--- src/hw/rtl/qn_pkg.sv ---
// Shared types and constants for the quaternion normalize pipeline.
// No dependencies; every module of the block imports this package.
package qn_pkg;

    // Component and intermediate widths, fixed by the 16-bit input format
    localparam int COMP_W   = 16;
    localparam int NUM_COMP = 4;
    localparam int SQ_W     = 31;   // square of a 16-bit signed value, at most 2^30
    localparam int PAIR_W   = 32;   // sum of two squares
    localparam int SUM_W    = 33;   // sum of four squares, at most 2^32
    localparam int RAD_W    = 34;   // radicand padded to whole bit pairs
    localparam int ROOT_W   = 17;   // one root bit per sqrt stage
    localparam int REM_W    = 20;   // sqrt partial remainder after shift-in
    localparam int MAG_W    = 17;   // rounded length, 0 .. 65536

    // Output saturation limits
    localparam int UNIT_POS_MAX = 32767;
    localparam int UNIT_NEG_MAX = 32768;

    // Stream beat layout
    localparam int IN_DATA_W  = 64;
    localparam int OUT_DATA_W = 88;
    localparam int MAG_LSB    = 64;
    localparam int DATA_PAD_W = OUT_DATA_W - MAG_LSB - MAG_W;

    // Four components, w in the lowest slot
    typedef logic [NUM_COMP-1:0][COMP_W-1:0] t_quat;

    // Control that travels with each beat down the pipeline
    typedef struct packed {
        logic valid;
        logic zero;
    } t_ctl;

endpackage

--- src/hw/rtl/qn_sumsq.sv ---
// Sum-of-squares front end: squares, pair sums, total, zero detect.
// Depends on qn_pkg. Three register stages, all advanced by i_en.
module qn_sumsq import qn_pkg::*; (
    input  logic             i_clk,
    input  logic             i_rst_n,
    input  logic             i_en,
    input  logic             i_valid,
    input  t_quat            i_quat,
    output t_ctl             o_ctl,
    output logic [SUM_W-1:0] o_sum,
    output t_quat            o_quat
);

    logic signed [2*COMP_W-1:0] w_prod [NUM_COMP];
    t_ctl                       n_ctl1;

    t_ctl              r_ctl1, r_ctl2, r_ctl3;
    logic [SQ_W-1:0]   r_sq   [NUM_COMP];
    logic [PAIR_W-1:0] r_pair [2];
    logic [SUM_W-1:0]  r_sum;
    t_quat             r_quat1, r_quat2, r_quat3;

    // Square each component; the zero flag comes straight from the inputs
    always_comb begin
        for (int k = 0; k < NUM_COMP; k++) begin
            w_prod[k] = $signed(i_quat[k]) * $signed(i_quat[k]);
        end
        n_ctl1.valid = i_valid;
        n_ctl1.zero  = (i_quat == '0);
    end

    // Advance control
    always_ff @(posedge i_clk) begin
        if (!i_rst_n) begin
            r_ctl1 <= '0;
            r_ctl2 <= '0;
            r_ctl3 <= '0;
        end else if (i_en) begin
            r_ctl1 <= n_ctl1;
            r_ctl2 <= r_ctl1;
            r_ctl3 <= r_ctl2;
        end
    end

    // Advance payload: squares, pair sums, total
    always_ff @(posedge i_clk) begin
        if (i_en) begin
            for (int k = 0; k < NUM_COMP; k++) begin
                r_sq[k] <= w_prod[k][SQ_W-1:0];
            end
            r_pair[0] <= {1'b0, r_sq[0]} + {1'b0, r_sq[1]};
            r_pair[1] <= {1'b0, r_sq[2]} + {1'b0, r_sq[3]};
            r_sum     <= {1'b0, r_pair[0]} + {1'b0, r_pair[1]};
            r_quat1   <= i_quat;
            r_quat2   <= r_quat1;
            r_quat3   <= r_quat2;
        end
    end

    assign o_ctl  = r_ctl3;
    assign o_sum  = r_sum;
    assign o_quat = r_quat3;

endmodule

--- config.mk ---
export PLATFORM = sky130hd
export DESIGN_NAME = qn_sumsq
export DESIGN_NICKNAME = d
export VERILOG_FILES = /design/src/hw/rtl/qn_pkg.sv /design/src/hw/rtl/qn_sumsq.sv
export SDC_FILE = /design/constraint.sdc
export NUM_CORES = 2
export LEC_CHECK = 0
export BUFFER_PORTS_ARGS = -buffer_cell sky130_fd_sc_hd__buf_4
export CORE_ASPECT_RATIO = 0.8
export CORE_UTILIZATION = 59
export DETAILED_ROUTE_END_ITERATION = 7
export GPL_ROUTABILITY_DRIVEN = 0
export PLACE_DENSITY = 0.76
export SLEW_MARGIN = 0
export SYNTH_ARGS = -nofsm -noshare
export SYNTH_HDL_FRONTEND = slang
export SYNTH_SLANG_ARGS = --single-unit
--- constraint.sdc ---
create_clock -name i_clk -period 6.35 [get_ports i_clk]
set_clock_uncertainty 0.1 [all_clocks]
set_input_delay 0.635 -clock i_clk [delete_from_list [all_inputs] [get_ports i_clk]]
set_output_delay 0.635 -clock i_clk [all_outputs]
set_load 0.05 [all_outputs]
# Yosys cells after proc, flatten, opt, wreduce, memory -nomap -nowiden
# Memory sizes are Yosys's and may differ from the RTL's.
# Index checks and enable logic that the tools add are counted.
# op_classes
add_sub_neg	3
n_mul	4
n_div	0
magnitude_cmp	0
eq_ne	0
shifts	0
n_mux	2
n_bitwise	0
n_reduce_logical	1
# ops
cell	n
16-bit by 16-bit multiplier with 31-bit output	4
31-bit by 31-bit adder with 32-bit output	2
64-bit logical NOT	1
32-bit by 32-bit adder with 33-bit output	1
1-bit 2-to-1 mux	2
# totals
register_bits	231
latchBits	0
mem_bits_rw	188
romBits	0
input_bits	68
n_memories	2
# mem_list
memory	depth	width	read_ports	rd_clocked_by_memory_dff	wr	line_no	rtl
r_sq	4	31	4	0	4	qn_sumsq.sv:18	logic [SQ_W-1:0] r_sq [NUM_COMP];
r_pair	2	32	2	0	2	qn_sumsq.sv:19	logic [PAIR_W-1:0] r_pair [2];

# Longest topological paths before layout
# logic_depth
word_depth	2
mapped_depth	25
mapped_depth_nobuf	24

# Worst setup path after synthesis
# OpenSTA, ideal clock, no wires.
# synth_timing
path_kind	input to register
start	input i_quat[15] (netlist bit)
end	memory r_sq[0][30], data pin
setup_ns	0.260
arrival_ns	6.480
t_required_ns	5.990
path_slack_ns	-0.490
stages	22
n_path_buf	2
cell_sequence	clkbuf_1 -> inv_1 -> buf_1 -> nor2_1 -> fa_1 -> inv_1 -> fa_1 -> inv_1 -> fa_1 -> fa_1 -> fa_1 -> inv_1 -> fa_1 -> inv_1 -> ha_1 -> o211a_1 -> a221oi_1 -> nor2_1 -> a2111oi_2 -> o31ai_1 -> a21oi_2 -> xnor2_1
# synth_rtl
element	line_no	rtl
start: declaration	qn_sumsq.sv:8	input t_quat i_quat,
end: declaration	qn_sumsq.sv:18	

==> summary.md <==
| Metric | Value |
|---|---|
| Status | `finished clean` |
| Post-layout min period | `6.05 ns` |
| Synth top area cells | `fa_1, edfxtp_1, ha_1` |
| Hold Crit Class | `in -> reg` |
| RSZ-0062 raised after global routing | `no` |
| Syn nets | `6222` |
| Die X | `331 µm` |
| Setup ws final | `0.300 ns` |
| HPWL after DPL | `99000 µm` |
| PortBufs | `166` |
| Initial core utilization | `59.6%` |
| Leading area contributor after synthesis | `fa_1` |
| Rel. slew slack | `22.0%` |
| Commonest cells in the netlist | `inv_1, fa_1, ha_1` |
| Worst Hold Depth | `1` |
| Avg Inst Size Synth | `10.6 µm²` |
| Die area | `87800 µm²` |
| Antenna Violating Nets Remaining | `0` |
| Register area share after synthesis | `24.0%` |
| Worst Tran Pin Value | `1.16 ns` |
| Number of synthesized flops with an enable pin | `405` |
| DRC violation total after the first TritonRoute iteration | `2576` |
| Critical path launch point type | `input port` |
| Routed vias | `34645` |
| Required time of the critical path | `6.62 ns` |
| Reg clk slew, reported paths | `0.06 ns` |
| Fmax | `0.165 GHz` |
| Routed WL | `117000 µm` |
| Post-synthesis cell area | `51100 µm²` |
| CTS tree | `done` |
| I/O pins | `167` |
| Crit Path Class | `in -> reg` |
| Vias in the first global route | `37014` |
| WL/cell | `17.9 µm` |
| Root buf cell | `clkbuf_16` |
| Initial antenna violation count | `5` |
| Post-cts resize count | `0` |
| Max Slew Vio Count | `0` |
| Synth-to-layout area growth | `14.4%` |
| First-pass GRT wire length | `192000 µm` |
| Clock Sinks | `411` |
| Cells after synthesis | `4797` |
| Clk Latency, worst-skew pair | `0.65 ns` |
| R2R cell count | `13` |
| Top-count cell post-synth | `inv_1` |
| Share of the synthesized area in the top cell type | `36.0%` |
| Post-CTS setup buffer count | `0` |
| Ys flop type | `edfxtp_1` |
| Flop2flop setup slack | `2.56 ns` |
| CTS Buf Count | `45` |
| Final period util | `95.3%` |
| Placed cells | `6444` |
| Finished Layout Cells | `6530` |
| GRT overflow | `0` |
| Final count of negative-setup-slack endpoints | `0` |
| Core box area | `85800 µm²` |
| Die height | `265 µm` |
| Synth unique cells | `81` |
| Critical path capture point type | `flop` |
| DRC viols | `0` |
| Post-layout util | `68.1%` |
| Vias per cell | `5.31` |
| DP Worst Slack | `-0.272 ns` |
| Maxcap violations | `0` |
| Detailed Routing Iterations Pass 1 | `5` |
| Nets | `6790` |
| Hold buffers post-CTS | `0` |
| Synth async-reset ratio | `0%` |
| H-Tree Depth | `2` |
| CP arrival | `6.32 ns` |
| Max clock buf depth | `3` |
| Final hold vios | `0` |
| Layout cells sized above 1 | `14.4%` |
| Worst-path maximum fanout | `17` |
| Rows | `96` |
| Tot GR Track Use | `28.3%` |
| Synth warn | `0` |
| Largest net degree at the start of global routing | `165` |
| Yosys reg bits | `411` |
## cell type report
| cell class | instances | area, µm² |
|---|---|---|
| sequential | 411 | 12300 |
| clock buffer | 49 | 1140 |
| timing repair buffer | 621 | 4690 |
| tap | 1127 | 1410 |
| fill | 6306 | 27300 |
| antenna | 3 | 7.51 |
| clock inverter | 33 | 400 |
| multi-input combinational | 2966 | 33500 |
| inverter | 1320 | 4960 |
## kinds of logic after synthesis
logic type | share of synthesized area, %
simple gates | 8.21
mux | 0.206
fa+ha+maj | 46.7
buf+inv | 10.4
flops | 24.0
xor+xnor | 4.25
compound gates | 6.11
## flip-flops by register name, indices dropped and copies added (netlist names)
signal / flops
r_ctl1: 2
o_ctl: 2
r_pair: 64
o_sum: 33
r_ctl2: 2
r_quat2: 64
r_sq: 116
r_quat1: 64
o_quat: 64
## worst max-delay path, stage by stage
cell       delay (ns)
buf_4            0.26
and2_1           0.20
inv_1            0.06
fa_1             0.53
inv_1            0.05
fa_1             0.53
ha_1             0.14
inv_1            0.04
fa_1             0.47
inv_1            0.06
fa_1             0.57
fa_1             0.43
ha_1             0.34
and4_1           0.28
o2bb2ai_1        0.18
a211oi_2         0.29
a211oi_1         0.17
or2_1            0.30
a2111oi_2        0.36
o31ai_1          0.16
a21oi_2          0.17
xnor2_1          0.08
## metrics by stage
step	hold WS (ns)	instance area, µm²	setup TNS (ns)
after floorplan	0.300	51200	-0.0568
after detailed placement	0.305	56900	-3.90
after CTS	0.0759	58400	0
after global routing	0.102	58400	0
final	0.109	58400	0
after global placement	0.300	56900	-2.03
## per-layer routing
layer  up-vias  global-route usage [%]  share of wire, %
met5         -                       0             0.010
met4         2                    8.73               3.3
met3       192                    6.12               8.4
met2      1070                    43.8                46
met1     17487                    40.2                42
li1      15894                       -                 -
## worst paths after layout
check | start | end
min | i_quat[63] | r_quat1[63]
max | i_quat[6] | r_sq[0][30]
min reg2reg | r_quat2[1] | o_quat[1]
max reg2reg | r_pair[0][0] | o_sum[30]
## placed cells by master (no fill, tap or decap), types with 33 or more instances in the layout
cell type	Yosys	final
a21o_1	84	84
a21oi_1	135	134
and2_1	120	119
buf_4	0	617
clkbuf_16	0	45
edfxtp_1	405	405
fa_1	918	913
ha_1	439	437
inv_1	1312	1307
nand2_1	352	351
nor2_1	222	221
nor2b_1	33	33
o21ai_0	49	48
xnor2_1	190	190
xor2_1	58	58
Power is not shown: default switching activity piles up to over one toggle a cycle in this logic, so the estimate is an artifact.
