**src/hw/rtl/qn_pkg.sv**
```systemverilog
// Shared types and constants for the quaternion normalize pipeline.
// No dependencies; every module of the block imports this package.
package qn_pkg;

    // Component and intermediate widths, fixed by the 16-bit input format
    localparam int COMP_W   = 16;
    localparam int NUM_COMP = 4;
    localparam int SQ_W     = 31;   // square of a 16-bit signed value, at most 2^30
    localparam int PAIR_W   = 32;   // sum of two squares
    localparam int SUM_W    = 33;   // sum of four squares, at most 2^32
    localparam int RAD_W    = 34;   // radicand padded to whole bit pairs
    localparam int ROOT_W   = 17;   // one root bit per sqrt stage
    localparam int REM_W    = 20;   // sqrt partial remainder after shift-in
    localparam int MAG_W    = 17;   // rounded length, 0 .. 65536

    // Output saturation limits
    localparam int UNIT_POS_MAX = 32767;
    localparam int UNIT_NEG_MAX = 32768;

    // Stream beat layout
    localparam int IN_DATA_W  = 64;
    localparam int OUT_DATA_W = 88;
    localparam int MAG_LSB    = 64;
    localparam int DATA_PAD_W = OUT_DATA_W - MAG_LSB - MAG_W;

    // Four components, w in the lowest slot
    typedef logic [NUM_COMP-1:0][COMP_W-1:0] t_quat;

    // Control that travels with each beat down the pipeline
    typedef struct packed {
        logic valid;
        logic zero;
    } t_ctl;

endpackage

```
**src/hw/rtl/qn_div.sv**
```systemverilog
// Four-lane pipelined restoring divider: |c| * 2^FRAC_BITS / magnitude,
// rounded to nearest, then sign, saturation and zero-length forcing. Uses qn_pkg.
module qn_div import qn_pkg::*; #(
    parameter int FRAC_BITS = 14
) (
    input  logic             i_clk,
    input  logic             i_rst_n,
    input  logic             i_en,
    input  t_ctl             i_ctl,
    input  logic [MAG_W-1:0] i_mag,
    input  t_quat            i_quat,
    output t_ctl             o_ctl,
    output logic [MAG_W-1:0] o_mag,
    output t_quat            o_unit
);

    localparam int QW = FRAC_BITS + 1;           // quotient bits, one per stage
    localparam int NW = QW + MAG_W;              // numerator width
    localparam int PW = MAG_W + 1;               // partial remainder, below 2*mag
    localparam int QX = (QW > MAG_W) ? QW : MAG_W;
    localparam int ST = QW + 1;                  // prep stage plus step stages

    typedef logic [NUM_COMP-1:0][PW-1:0] t_part;
    typedef logic [NUM_COMP-1:0][QW-1:0] t_low;

    logic [COMP_W-1:0] w_abs [NUM_COMP];
    logic [NW-1:0]     w_num [NUM_COMP];
    t_part             n_part [ST];
    t_low              n_low  [ST];
    logic [PW:0]       w_shift;
    logic              w_ge;
    logic [QX-1:0]     w_q;
    t_quat             n_unit;

    t_ctl             r_ctl  [ST];
    t_part            r_part [ST];
    t_low             r_low  [ST];
    logic [PW-1:0]    r_den  [ST];
    logic [MAG_W-1:0] r_mag  [ST];
    logic [NUM_COMP-1:0] r_neg [ST];
    t_ctl             r_ctl_out;
    logic [MAG_W-1:0] r_mag_out;
    t_quat            r_unit;

    // Prep: numerator = |c| * 2^(FRAC_BITS+1) + mag, split into head and tail.
    // Steps: shift one numerator bit into the remainder, subtract 2*mag if it fits
    always_comb begin
        for (int k = 0; k < NUM_COMP; k++) begin
            w_abs[k] = i_quat[k][COMP_W-1] ? (COMP_W'(0) - i_quat[k]) : i_quat[k];
            w_num[k] = NW'({w_abs[k], {QW{1'b0}}}) + NW'(i_mag);
            n_part[0][k] = {1'b0, w_num[k][NW-1:QW]};
            n_low[0][k]  = w_num[k][QW-1:0];
        end
        w_shift = '0;
        w_ge    = 1'b0;
        for (int t = 1; t < ST; t++) begin
            for (int k = 0; k < NUM_COMP; k++) begin
                w_shift = {r_part[t-1][k], r_low[t-1][k][QW-1]};
                w_ge    = (w_shift >= {1'b0, r_den[t-1]});
                n_part[t][k] = w_ge ? PW'(w_shift - {1'b0, r_den[t-1]}) : PW'(w_shift);
                n_low[t][k]  = {r_low[t-1][k][QW-2:0], w_ge};
            end
        end
    end

    // Sign, saturate, and force zeros for a zero-length input
    always_comb begin
        w_q = '0;
        for (int k = 0; k < NUM_COMP; k++) begin
            w_q = QX'(r_low[ST-1][k]);
            if (r_ctl[ST-1].zero) begin
                n_unit[k] = '0;
            end else if (r_neg[ST-1][k]) begin
                n_unit[k] = (w_q > QX'(UNIT_NEG_MAX))
                          ? (COMP_W'(0) - COMP_W'(UNIT_NEG_MAX))
                          : (COMP_W'(0) - w_q[COMP_W-1:0]);
            end else begin
                n_unit[k] = (w_q > QX'(UNIT_POS_MAX)) ? COMP_W'(UNIT_POS_MAX)
                                                      : w_q[COMP_W-1:0];
            end
        end
    end

    // Advance control
    always_ff @(posedge i_clk) begin
        if (!i_rst_n) begin
            for (int t = 0; t < ST; t++) begin
                r_ctl[t] <= '0;
            end
            r_ctl_out <= '0;
        end else if (i_en) begin
            r_ctl[0] <= i_ctl;
            for (int t = 1; t < ST; t++) begin
                r_ctl[t] <= r_ctl[t-1];
            end
            r_ctl_out <= r_ctl[ST-1];
        end
    end

    // Advance payload
    always_ff @(posedge i_clk) begin
        if (i_en) begin
            r_den[0] <= {i_mag, 1'b0};
            r_mag[0] <= i_mag;
            for (int k = 0; k < NUM_COMP; k++) begin
                r_neg[0][k] <= i_quat[k][COMP_W-1];
            end
            for (int t = 1; t < ST; t++) begin
                r_den[t] <= r_den[t-1];
                r_mag[t] <= r_mag[t-1];
                r_neg[t] <= r_neg[t-1];
            end
            for (int t = 0; t < ST; t++) begin
                r_part[t] <= n_part[t];
                r_low[t]  <= n_low[t];
            end
            r_mag_out <= r_mag[ST-1];
            r_unit    <= n_unit;
        end
    end

    assign o_ctl  = r_ctl_out;
    assign o_mag  = r_mag_out;
    assign o_unit = r_unit;

endmodule

```
**config.mk**
```make
export PLATFORM = sky130hd
export DESIGN_NAME = qn_div
export DESIGN_NICKNAME = d
export VERILOG_FILES = /design/src/hw/rtl/qn_pkg.sv /design/src/hw/rtl/qn_div.sv
export SDC_FILE = /design/constraint.sdc
export NUM_CORES = 2
export LEC_CHECK = 0
export ABC_AREA = 1
export BUFFER_PORTS_ARGS = -buffer_cell sky130_fd_sc_hd__buf_2
export CAP_MARGIN = 20
export CORE_ASPECT_RATIO = 0.75
export CORE_MARGIN = 2
export CORE_UTILIZATION = 50
export CTS_BUF_LIST = sky130_fd_sc_hd__clkbuf_4
export CTS_CLUSTER_DIAMETER = 60
export DETAILED_ROUTE_END_ITERATION = 6
export PLACE_DENSITY = 0.66
export SYNTH_ARGS = -nofsm -noshare
export SYNTH_HDL_FRONTEND = slang
export SYNTH_SLANG_ARGS = --single-unit
```
**constraint.sdc**
```tcl
create_clock -name i_clk -period 2.95 [get_ports i_clk]
set_input_delay 0.7375 -clock i_clk [delete_from_list [all_inputs] [get_ports i_clk]]
set_output_delay 0.7375 -clock i_clk [all_outputs]
set_load 0.05 [all_outputs]
```
# Yosys cells after proc, flatten, opt, wreduce, memory -nomap -nowiden
# Memory sizes are Yosys's and may differ from the RTL's. A register that Yosys moved wholly into a read port is not among the register bits.
# Index checks and enable logic that the tools add are counted.
# op_classes
addsub,72
n_lt_le_gt_ge,60
mux,89
bitwise,20
n_reduce_logical,4
# ops
cell,count
greater-or-equal comparator 19 x 18 -> 1 bit,60
two-way mux 18 bit,60
subtractor 18 bit,60
adder 31 x 17 -> 32 bit,4
two-way mux 16 bit,4
"subtractor 1 x 15 -> 16 bit, first input constant",4
"subtractor 1 x 16 -> 16 bit, first input constant",4
two-way mux 15 bit,4
two-way mux 2 bit,16
bitwise OR 1 bit,16
OR reduction 2 bit,4
two-way mux 1 bit,5
NOT 1 bit,4
# totals
ff_bits,66
mem_bits_rw,2768
input_bits,86
output_inout_bits,83
n_memories,6
# mem_list
name,words,word_bits,read_ports,rd_ports_with_merged_regs,wr,line_no,source
r_part,16,72,15,0,16,qn_div.sv:36,t_part r_part [ST];
r_low,16,60,16,0,16,qn_div.sv:37,t_low r_low [ST];
r_den,16,18,15,0,16,qn_div.sv:38,logic [PW-1:0] r_den [ST];
r_mag,16,17,16,1,16,qn_div.sv:39,logic [MAG_W-1:0] r_mag [ST];
r_neg,16,4,16,0,16,qn_div.sv:40,logic [NUM_COMP-1:0] r_neg [ST];
r_ctl,16,2,16,0,16,qn_div.sv:35,t_ctl r_ctl [ST];

# Depth between registers and ports, before layout
# logic_depth
word_depth,4
ltp_mapped,16
mapped_depth_nobuf,14

# Worst setup path after synthesis
# OpenSTA, ideal clock, no wires.
# synth_path
path_type,input port to flip-flop
from,input port i_quat[63] (netlist name)
to,memory r_part[0][65] (netlist name) (data pin)
setup_ps,256
t_arrival_ps,2379
t_required_ps,2694
setup_slack_ps,315
stages,11
n_path_buf,2
cell_sequence,buf_6 -> clkbuf_1 -> o21ai_0 -> ha_1 -> a21oi_1 -> a21oi_1 -> nand2_1 -> nor2b_4 -> nand3_2 -> o21ai_1 -> nand2_1
# synth_lines
element,line_no,source
start: declaration,qn_div.sv:11,"input t_quat i_quat,"
end: declaration,qn_div.sv:36,

==> results.sh <==
export IMPL_status="finished, violations left"
export IMPL_synthToLayoutAreaGrowth_pct=13.5
export IMPL_root_buffer="clkbuf_4"
export IMPL_cp_common_cell="nand2_1"
export IMPL_grt_use_total=0.324
export IMPL_ios=169
export IMPL_overflow=0
export IMPL_dr_first_iter_drc_count=13500
export IMPL_syn_area_per_cell_um2=8.98
export IMPL_routed_wl_um=424000
export IMPL_netlist_top_cells_area="edfxtp_1 46%, nand2_1 11%, ha_1 9.8%"
export IMPL_crit_arrival_ns=4.12
export IMPL_post_route_util=0.573
export IMPL_async_reset_ff_frac=0
export IMPL_clk_latency_ns=1.40
export IMPL_cp_end_kind="flop"
export IMPL_rows=159
export IMPL_fp_dieW_um=585
export IMPL_period_share=1.01
export IMPL_synth_largest_area_cell="edfxtp_1"
export IMPL_h_tree_depth=5
export IMPL_first_pass_iters=7
export IMPL_drive_gt1_frac=0.134
export IMPL_synth_seq_area_share=0.462
export IMPL_numCtsBuffers=484
export IMPL_synth_cells=14100
export IMPL_crit_required_ns=4.09
export IMPL_grt_pass1_wl_um=623000
export IMPL_path_cells="dlygate4sd3_1 -> buf_2 -> inv_1 -> ha_2 -> nand2_2 -> nand2_1 -> nand2_1 -> nand2_1 -> dlygate4sd3_1 -> nand2_1 -> nand2_2 -> inv_1 -> nand2_2 -> nor2_2 -> nand3_1 -> dlygate4sd3_1 -> nand2_1 -> dlygate4sd3_1"
export IMPL_ys_flop_type="edfxtp_1"
export IMPL_power_density_nw_per_um2=1050
export IMPL_start_util=0.504
export IMPL_cp_max_fo=4
export IMPL_cts_tree="done"
export IMPL_finalCriticalPeriod_ns=2.99
export IMPL_tightest_slew_ns=0.713
export IMPL_final_common_cell="nand2_1"
export IMPL_die_h_um=440
export IMPL_finalSetupViolCount=2
export IMPL_drc_errors=2
export IMPL_num_vias=108000
export IMPL_final_cell_mix="3751 x nand2_1, 1949 x edfxtp_1, 1612 x nand3_1"
export IMPL_clkTransAtPathRegs_ns=0.07
export IMPL_timing_fmax_mhz=334
export IMPL_routedWlPerCell_um=22.3
export IMPL_clock_path_buffers=4
export IMPL_fin_total_pwr_mw=151
export IMPL_hp_class="primary input to flop"
export IMPL_leakagePower_nw=66.5
export IMPL_dp_hpwl_um=339000
export IMPL_finalMaxSlewViolations=0
export IMPL_skew_ns=0.143
export IMPL_die_area_um2=257000
export IMPL_ir_drop_mv=0.468
export IMPL_slowest_stage="dlygate4sd3_1"
export IMPL_fin_nets=16500
export IMPL_hold_viol=0
export IMPL_synth_seq_cells=1951
export IMPL_antenna_found_initial=21
export IMPL_core_um2=251000
export IMPL_rsz0062_at_grt="yes"
export IMPL_slew_headroom=0.524
export IMPL_yosysTopAreaCellShare=0.462
export IMPL_syn_area_um2=127000
export IMPL_ant_nets=0
export IMPL_io_buffers=168
export IMPL_synth_edf_count=1949
export IMPL_fin_ws_ns=-0.0398
export IMPL_startpoint_type="primary input"
export IMPL_grt_max_degree=74
export IMPL_cap_viol_max_count=0
export IMPL_critPathMaxStageDelay_ns=0.56
export IMPL_grt_pass1_vias=97600
export IMPL_hold_ws_ns=0.127
export IMPL_gp_congestion=1.03
export IMPL_critical_path_class="primary input to flop"
export IMPL_cts_sinks=1951
export IMPL_violations="design-rule violations, negative setup slack"
export IMPL_vias_per_cell=5.67
export IMPL_ys_warn_count=0
export IMPL_ff2ff_setup_slack_ns=0.08
export IMPL_synth_distinct_cells=62
export IMPL_setup_tns_ns=-0.0689
timing repair:
action,in CTS,in global routing
setup endpoints to repair,36,134
setup buffers,1,30
gates resized for setup,59,41
endpoints found under the hold margin,399,0
hold buffers,150,0
pin swaps,0,6
final timing paths:
kind | start | end | cells after the start
hold reg to reg | r_low[0][180]$_DFFE_PP_ | r_low[0][241]$_DFFE_PP_ | 0
setup / recovery | i_quat[16] | r_part[0][28]$_DFFE_PP_ | 18
hold / removal | i_quat[1] | r_part[0][1]$_DFFE_PP_ | 4
setup reg to reg | r_den[9][13]$_DFFE_PP_ | r_part[1][151]$_DFFE_PP_ | 11
registers in the layout (all words and copies together) (netlist names), 17 cells and up:
register / flops
r_part: 1035
r_low: 585
r_den: 119
o_unit: 64
r_neg: 64
r_mag: 33
r_ctl: 32
o_mag: 17
metal layers:
metal  global-route usage  share of wire
met5                    0        0.00015
met4               0.0587          0.015
met3                0.112           0.14
met2                0.389           0.35
met1                0.540           0.49
cell usage after synthesis (all sizes together) (60+ instances only):
library cell,n
o21a,115
or2,74
buf,173
xor2,419
nand3b,114
edfxtp,1949
fa,60
a31oi,79
a21o,284
a21oi,1006
xnor2,134
nor3,107
ha,993
o21ai,490
nand3,1660
inv,1193
nor2,1090
nand2,3966
cell type report:
type / instances / area, um^2
clock buffer: 689 / 5170
fill: 22700 / 107000
sequential: 1951 / 58600
multi-input combinational: 10800 / 62400
clock inverter: 165 / 1100
tap: 3381 / 4230
inverter: 1195 / 4520
timing repair buffer: 916 / 7790
antenna: 10 / 25.0
power by group:
group / internal, mW / switching, mW
clock: 12.1 / 11.7
combinational: 27.2 / 49.6
sequential: 42.6 / 7.83
kinds of logic after synthesis:
logic type / after synthesis / synth area share
xor+xnor: 553 / 0.0384
buf+inv: 1384 / 0.0463
compound gates: 2078 / 0.0996
simple gates: 7075 / 0.246
fa+ha+maj: 1053 / 0.108
other cells: 1 / 0.0000296
flops: 1951 / 0.462
worst max-delay path: cells and delay by family:
| family | cells | cell delay [ns] |
|---|---|---|
| fa+ha+maj | 1 | 0.20 |
| buf+inv | 7 | 2.44 |
| simple gates | 10 | 0.74 |
through the flow:
stage,area (um^2),std cells,worst slack (ns)
detailed placement,135000,18000,0.119
global placement,135000,18000,0.107
CTS,143000,19000,-0.197
finish,144000,19100,-0.0398
floorplan,127000,14100,0.315
global route,144000,19100,-0.128
No activity file was read; power rests on OpenSTA's default activity.
