$ cat src/hw/rtl/qn_pkg.sv
// Shared types and constants for the quaternion normalize pipeline.
// No dependencies; every module of the block imports this package.
package qn_pkg;

    // Component and intermediate widths, fixed by the 16-bit input format
    localparam int COMP_W   = 16;
    localparam int NUM_COMP = 4;
    localparam int SQ_W     = 31;   // square of a 16-bit signed value, at most 2^30
    localparam int PAIR_W   = 32;   // sum of two squares
    localparam int SUM_W    = 33;   // sum of four squares, at most 2^32
    localparam int RAD_W    = 34;   // radicand padded to whole bit pairs
    localparam int ROOT_W   = 17;   // one root bit per sqrt stage
    localparam int REM_W    = 20;   // sqrt partial remainder after shift-in
    localparam int MAG_W    = 17;   // rounded length, 0 .. 65536

    // Output saturation limits
    localparam int UNIT_POS_MAX = 32767;
    localparam int UNIT_NEG_MAX = 32768;

    // Stream beat layout
    localparam int IN_DATA_W  = 64;
    localparam int OUT_DATA_W = 88;
    localparam int MAG_LSB    = 64;
    localparam int DATA_PAD_W = OUT_DATA_W - MAG_LSB - MAG_W;

    // Four components, w in the lowest slot
    typedef logic [NUM_COMP-1:0][COMP_W-1:0] t_quat;

    // Control that travels with each beat down the pipeline
    typedef struct packed {
        logic valid;
        logic zero;
    } t_ctl;

endpackage

$ cat src/hw/rtl/qn_sqrt.sv
// Pipelined integer square root, one root bit per stage, plus a rounding stage.
// Depends on qn_pkg. Carries control and the components alongside.
module qn_sqrt import qn_pkg::*; (
    input  logic             i_clk,
    input  logic             i_rst_n,
    input  logic             i_en,
    input  t_ctl             i_ctl,
    input  logic [SUM_W-1:0] i_sum,
    input  t_quat            i_quat,
    output t_ctl             o_ctl,
    output logic [MAG_W-1:0] o_mag,
    output t_quat            o_quat
);

    localparam int STEPS = ROOT_W;

    logic [REM_W-1:0]  w_rem_src  [STEPS];
    logic [ROOT_W-1:0] w_root_src [STEPS];
    logic [RAD_W-1:0]  w_rad_src  [STEPS];
    t_ctl              w_ctl_src  [STEPS];
    t_quat             w_quat_src [STEPS];
    logic [REM_W-1:0]  w_test     [STEPS];
    logic [REM_W-1:0]  w_trial    [STEPS];
    logic [REM_W-1:0]  n_rem      [STEPS];
    logic [ROOT_W-1:0] n_root     [STEPS];

    t_ctl              r_ctl  [STEPS];
    logic [REM_W-1:0]  r_rem  [STEPS];
    logic [ROOT_W-1:0] r_root [STEPS];
    logic [RAD_W-1:0]  r_rad  [STEPS];
    t_quat             r_quat [STEPS];
    t_ctl              r_ctl_out;
    logic [MAG_W-1:0]  r_mag;
    t_quat             r_quat_out;

    // One digit step per stage: bring in two radicand bits, try root*4+1
    always_comb begin
        for (int s = 0; s < STEPS; s++) begin
            if (s == 0) begin
                w_rem_src[s]  = '0;
                w_root_src[s] = '0;
                w_rad_src[s]  = {1'b0, i_sum};
                w_ctl_src[s]  = i_ctl;
                w_quat_src[s] = i_quat;
            end else begin
                w_rem_src[s]  = r_rem[s-1];
                w_root_src[s] = r_root[s-1];
                w_rad_src[s]  = r_rad[s-1];
                w_ctl_src[s]  = r_ctl[s-1];
                w_quat_src[s] = r_quat[s-1];
            end
            w_test[s]  = {w_rem_src[s][REM_W-3:0], w_rad_src[s][RAD_W-1 -: 2]};
            w_trial[s] = REM_W'({w_root_src[s], 2'b01});
            if (w_test[s] >= w_trial[s]) begin
                n_rem[s]  = w_test[s] - w_trial[s];
                n_root[s] = {w_root_src[s][ROOT_W-2:0], 1'b1};
            end else begin
                n_rem[s]  = w_test[s];
                n_root[s] = {w_root_src[s][ROOT_W-2:0], 1'b0};
            end
        end
    end

    // Advance control
    always_ff @(posedge i_clk) begin
        if (!i_rst_n) begin
            for (int s = 0; s < STEPS; s++) begin
                r_ctl[s] <= '0;
            end
            r_ctl_out <= '0;
        end else if (i_en) begin
            for (int s = 0; s < STEPS; s++) begin
                r_ctl[s] <= w_ctl_src[s];
            end
            r_ctl_out <= r_ctl[STEPS-1];
        end
    end

    // Advance payload; round up when the remainder exceeds the floor root
    always_ff @(posedge i_clk) begin
        if (i_en) begin
            for (int s = 0; s < STEPS; s++) begin
                r_rem[s]  <= n_rem[s];
                r_root[s] <= n_root[s];
                r_rad[s]  <= w_rad_src[s] << 2;
                r_quat[s] <= w_quat_src[s];
            end
            r_mag      <= r_root[STEPS-1]
                        + MAG_W'(r_rem[STEPS-1] > REM_W'(r_root[STEPS-1]));
            r_quat_out <= r_quat[STEPS-1];
        end
    end

    assign o_ctl  = r_ctl_out;
    assign o_mag  = r_mag;
    assign o_quat = r_quat_out;

endmodule

$ cat config.mk
export PLATFORM = sky130hd
export DESIGN_NAME = qn_sqrt
export DESIGN_NICKNAME = d
export VERILOG_FILES = /design/src/hw/rtl/qn_pkg.sv /design/src/hw/rtl/qn_sqrt.sv
export SDC_FILE = /design/constraint.sdc
export NUM_CORES = 2
export LEC_CHECK = 0
export BUFFER_PORTS_ARGS = -buffer_cell sky130_fd_sc_hd__buf_2
export CAP_MARGIN = 15
export CORE_UTILIZATION = 56
export CTS_CLUSTER_DIAMETER = 200
export DETAILED_ROUTE_END_ITERATION = 10
export PLACE_DENSITY_LB_ADDON = 0.08
export REMOVE_ABC_BUFFERS = 1
export SLEW_MARGIN = 20
export SYNTH_ARGS = -nofsm -noshare
export SYNTH_HDL_FRONTEND = slang
export SYNTH_SLANG_ARGS = --single-unit
$ cat constraint.sdc
create_clock -name i_clk -period 3.2 [get_ports i_clk]
set_clock_uncertainty 0.2 [all_clocks]
set_input_delay 0.64 -clock i_clk [delete_from_list [all_inputs] [get_ports i_clk]]
set_output_delay 0.64 -clock i_clk [all_outputs]
set_load 0.02 [all_outputs]
; Yosys cells after proc, flatten, opt, wreduce, memory -nomap -nowiden
; Memory sizes are Yosys's and may differ from the RTL's. A register that Yosys moved wholly into a read port is not among the register bits.
; Index checks and enable logic that the tools add are counted.
[word_totals]
ff_bits = 17
mem_bits_rw = 2295
output_inout_bits = 83
wordCells = 116
mem_count = 5
[memory_table]
columns = name, words, width, read_ports, rd_ports_with_merged_regs, wr, line
row1 = r_quat, 17, 64, 17, 1, 17, qn_sqrt.sv:31  ; t_quat r_quat [STEPS];
row2 = r_rad, 17, 32, 16, 0, 17, qn_sqrt.sv:30  ; logic [RAD_W-1:0] r_rad [STEPS];
row3 = r_rem, 17, 20, 17, 0, 17, qn_sqrt.sv:28  ; logic [REM_W-1:0] r_rem [STEPS];
row4 = r_root, 17, 17, 17, 0, 17, qn_sqrt.sv:29  ; logic [ROOT_W-1:0] r_root [STEPS];
row5 = r_ctl, 17, 2, 17, 1, 17, qn_sqrt.sv:27  ; t_ctl r_ctl [STEPS];
[classes]
add_sub_neg = 18
order_cmp = 18
mux = 56
bitwise_logic = 17
n_reduce_logical = 1
[ops]
columns = op, n
row1 = two-way mux 20 bit, 17
row2 = greater-or-equal comparator 20 x 19 -> 1 bit, 16
row3 = subtractor 20 x 19 -> 20 bit, 16
row4 = two-way mux 2 bit, 17
row5 = two-way mux 1 bit, 22
row6 = greater-than comparator 20 x 17 -> 1 bit, 1
row7 = adder 17 x 1 -> 17 bit, 1
row8 = OR 1 bit, 17
row9 = subtractor 1 x 1 -> 2 bit (second input constant), 1
row10 = greater-or-equal comparator 1 bit (second input constant), 1
row11 = zero test 1 bit, 1

; Logic depth before layout (Yosys ltp)
[depth]
word_depth = 4
mapped_depth = 17

; Least setup slack after synthesis
; Ideal clock, no wire load.
[synth_path]
kind = register to register
startpoint = memory r_root[16][1] (netlist: r_root[0][273])
endpoint = register r_mag[16] (netlist: o_mag[16]), data pin
arrival_time_ps = 2704
slack_ps = 39
stages_incl_launch_ff = 18
n_path_buf = 0
cell_sequence = edfxtp_1 -> inv_1 -> ha_1 -> nor2b_1 -> o21ai_0 -> nand2b_1 -> a21oi_1 -> o31ai_1 -> o21ai_0 -> a22oi_1 -> ha_1 -> nand4_1 -> nor2_1 -> and2_1 -> and4_1 -> nand2_1 -> nor2_1 -> xnor2_1
[synth_rtl]
columns = item, line
row1 = from (decl), qn_sqrt.sv:29
row2 = to (signal assigned), qn_sqrt.sv:88  ; r_mag <= r_root[STEPS-1]
row3 = to (decl), qn_sqrt.sv:33  ; logic [MAG_W-1:0] r_mag;

==> results.toml <==
[sta]
fin_crit_ns = 3.168
rsz0062_at_grt = "true"
tightest_slew_ns = 0.6175
hold_violations = 0
fmax_mhz = 315.6
relSlewSlack = 0.5840
setup_viol = 0
period_share = 0.9901
maxSlewViolCount = 0
finalWorstSetupSlack_ns = 0.03165

[clocking]
cts_tree = "yes"
cts_buffers = 187
htree_num_levels = 4
clock_path_buffers = 3
clk_pin_slew_ns = 0.06
cts-root-buf = "clkbuf_16"
cts.sinks = 1914
clock_latency_ns = 0.79

[floorplanning]
core_area_um2 = 124000
die_area_um2 = 126800
die-width_um = 356.1
start_util = 0.5663
die_h_um = 356.1
ios = 185
rows = 129

[critical_path]
critPathTopFamily = "simple AND/OR/NAND/NOR gates"
slowest_delay_ns = 0.41
path_max_fanout = 2
cp_slowest_cell = "edfxtp_1"
cp_num_buf_inv = 0
path_cells = "ha_4 > nor2b_4 > o21ai_1 > nand2b_1 > a21oi_2 > o31ai_2 > o21ai_1 > a22oi_2 > ha_2 > nand4_1 > nor2_2 > and2_4 > and4_4 > nand2_4 > nor2_4 > xnor2_1"
path_class = "reg2reg"
cpMostUsedCell = "o21ai_1"
cp_data_arrival_time_ns = 3.50
crit_required_ns = 3.53
end_kind = "flip-flop"
critPathLaunchType = "flip-flop"

[place]
hpwl_um = 61380
place_ws_ns = -0.1212
gp_congestion = 0.8395
io_buffers = 184

[logic_synthesis]
synthXorXnorAreaFrac = 0.02932
synth_area_um2 = 70200
synth.avg_cell_area_um2 = 18.09
synth_mux_area_frac = 0.007415
synth_fa_ha_area_frac = 0.03404
synth_edf_count = 1912
ys_types = 82
synth_ff_type = "edfxtp_1"
syn_inst = 3880
ys_seq_area_frac = 0.8185
synth-simple-area-share = 0.05049
async_flop_share = 0
synth_compound_area_frac = 0.04479
synth_top_family_by_area = "simple AND/OR/NAND/NOR gates"
synth_seq_cells = 1914
yosysWarnings = 0

[status]
violations = "design-rule violations"
status = "complete, but fails checks"

[global_route]
track_usage = 0.1552
grt_start_max_net_pins = 99
grt_pass1_vias = 32374
overflow = 0
grt_pass1_wl_um = 157700
antenna_found_initial = 2

[route]
drc = 10
avgViaCountPerCell = 5.172
antenna_left = 0
first_pass_iters = 10
routed_wl_um = 97860
vias = 32261
drt_iter0_markers = 1952
wl_per_cell_um = 15.69

[pwr]
power.total_mw = 58.14
powerDensity_nw_per_um2 = 711.0
peakVddDrop_mv = 0.6519
leakagePower_nw = 30.02

[layout]
multiInputGateArea_um2 = 11780
area_growth_pct = 16.49
drive_above_1_share = 0.1467
register_area_um2 = 57460
diodes = 0
nets = 4737
fill_cells = 8427

[run]
cap_violations = 0

[hold_path]
hold_class = "in2reg"
## layout make-up
class	instances	share of cell area
flip-flops and latches	1914	0.7026
multi-input cells	1685	0.1441
clock buffers	215	0.05851
repair buffers	429	0.04235
well taps	1637	0.02505
clock inverters	131	0.01697
inverters	227	0.01042
## path summary, 6_finish.rpt
path,start,endpoint,slack [ns],depth (start not counted)
max,r_rem[0][321],o_mag[16],0.03,16
min,i_rst_n,o_ctl[0],0.17,2
max reg2reg,r_rem[0][321],o_mag[16],0.03,16
min reg2reg,r_rad[0][253],r_rad[0][287],0.19,0
## per-layer routing
layer | track usage | wire length, µm | share of wire
met1 | 0.1865 | 41280 | 0.42
met2 | 0.2703 | 49960 | 0.51
met3 | 0.03268 | 3545 | 0.036
met4 | 0.06790 | 3070 | 0.031
met5 | 0 | 0 | 0
## worst reg2reg max path: stages, from the launching register on
cell	delay (ns)
edfxtp_1	0.41
ha_4	0.29
nor2b_4	0.12
o21ai_1	0.05
nand2b_1	0.08
a21oi_2	0.06
o31ai_2	0.27
o21ai_1	0.12
a22oi_2	0.20
ha_2	0.21
nand4_1	0.13
nor2_2	0.17
and2_4	0.16
and4_4	0.23
nand2_4	0.06
nor2_4	0.10
xnor2_1	0.07
## cells by family after synthesis
group / Yosys count
DFF: 1914
and+or+nand+nor: 700
AOI/OAI and AO/OA: 511
buffers and inverters: 281
xor gates and xnor gates: 235
adders and majority gates: 191
muxes: 47
other: 1
## state kept, by name, indices dropped and copies added, names as in the netlist
signal,flops
r_ctl,34
r_quat,1088
o_ctl,2
o_quat,64
r_rem,284
o_mag,17
r_rad,272
r_root,153
## Yosys cell counts, types with 6 or more instances
cell type | count | area share
inv_1 | 226 | 0.012
and3_1 | 45 | 0.0040
mux2i_1 | 7 | 0.0010
nand2_1 | 146 | 0.0078
nor2_1 | 188 | 0.010
edfxtp_1 | 1912 | 0.82
a211oi_1 | 22 | 0.0024
a21oi_1 | 186 | 0.013
nand3b_1 | 11 | 0.0012
nor2b_1 | 26 | 0.0023
o21bai_1 | 11 | 0.0012
nand3_1 | 43 | 0.0031
o211ai_1 | 11 | 0.0012
mux2_2 | 39 | 0.0063
xnor2_1 | 132 | 0.016
nor3_1 | 59 | 0.0042
ha_1 | 191 | 0.034
or4_1 | 17 | 0.0018
clkbuf_1 | 37 | 0.0020
nand4_1 | 32 | 0.0029
xor2_1 | 103 | 0.013
a21o_1 | 34 | 0.0036
nor4_1 | 30 | 0.0027
buf_2 | 16 | 0.0011
o21a_1 | 32 | 0.0034
a2111oi_0 | 8 | 0.0010
o31ai_1 | 14 | 0.0015
o21ai_0 | 126 | 0.0090
or2_2 | 6 | 0.00053
a31oi_1 | 12 | 0.0011
or3_1 | 25 | 0.0022
nand2b_1 | 37 | 0.0033
## stage by stage
stage | area (µm²) | instances | hold WS, ns | util | setup TNS, ns
after floorplan | 69970 | 3826 | 0.2003 | - | -2.773
after global placement | 74490 | 5791 | 0.2002 | 0.6009 | -0.1842
after detailed placement | 74490 | 5791 | 0.2045 | 0.6009 | -0.2646
after CTS | 81680 | 6237 | 0.09068 | 0.6589 | -0.06848
after global routing | 81770 | 6238 | 0.1714 | 0.6597 | -0.3957
final | 81770 | 6238 | 0.1656 | 0.6597 | 0
## power by group
part           leakage (nW)  switching, mW  total (mW)  internal (mW)
sequential             18.6          0.817        30.9           30.1
combinational          8.41           3.17        5.64           2.47
clock                  2.98           8.93        21.6           12.6
total                  30.0           12.9        58.1           45.2
## cell usage in the layout (no fill, tap or decap), types with 34 or more instances in the layout
cell type	instances
nor3_1	59
edfxtp_1	1912
mux2_2	39
a21o_1	34
nand3_1	43
nor2_1	185
buf_4	110
buf_12	36
xor2_1	103
and3_1	45
xnor2_1	132
dlygate4sd3_1	100
nand2b_1	37
o21ai_0	122
buf_2	183
ha_1	189
clkbuf_16	187
a21oi_1	183
clkinv_1	53
inv_1	225
nand2_1	145
## timing repair
| item | CTS | global route |
|---|---|---|
| setup buffers | 0 | 1 |
| hold buffers | 100 | 0 |
| pin swaps | 1 | 14 |
| hold endpoints to repair | 116 | 0 |
| endpoints found under the setup margin | 5 | 21 |
| gates resized for setup | 6 | 22 |
Note: power is estimated with default switching activity, not from simulation.
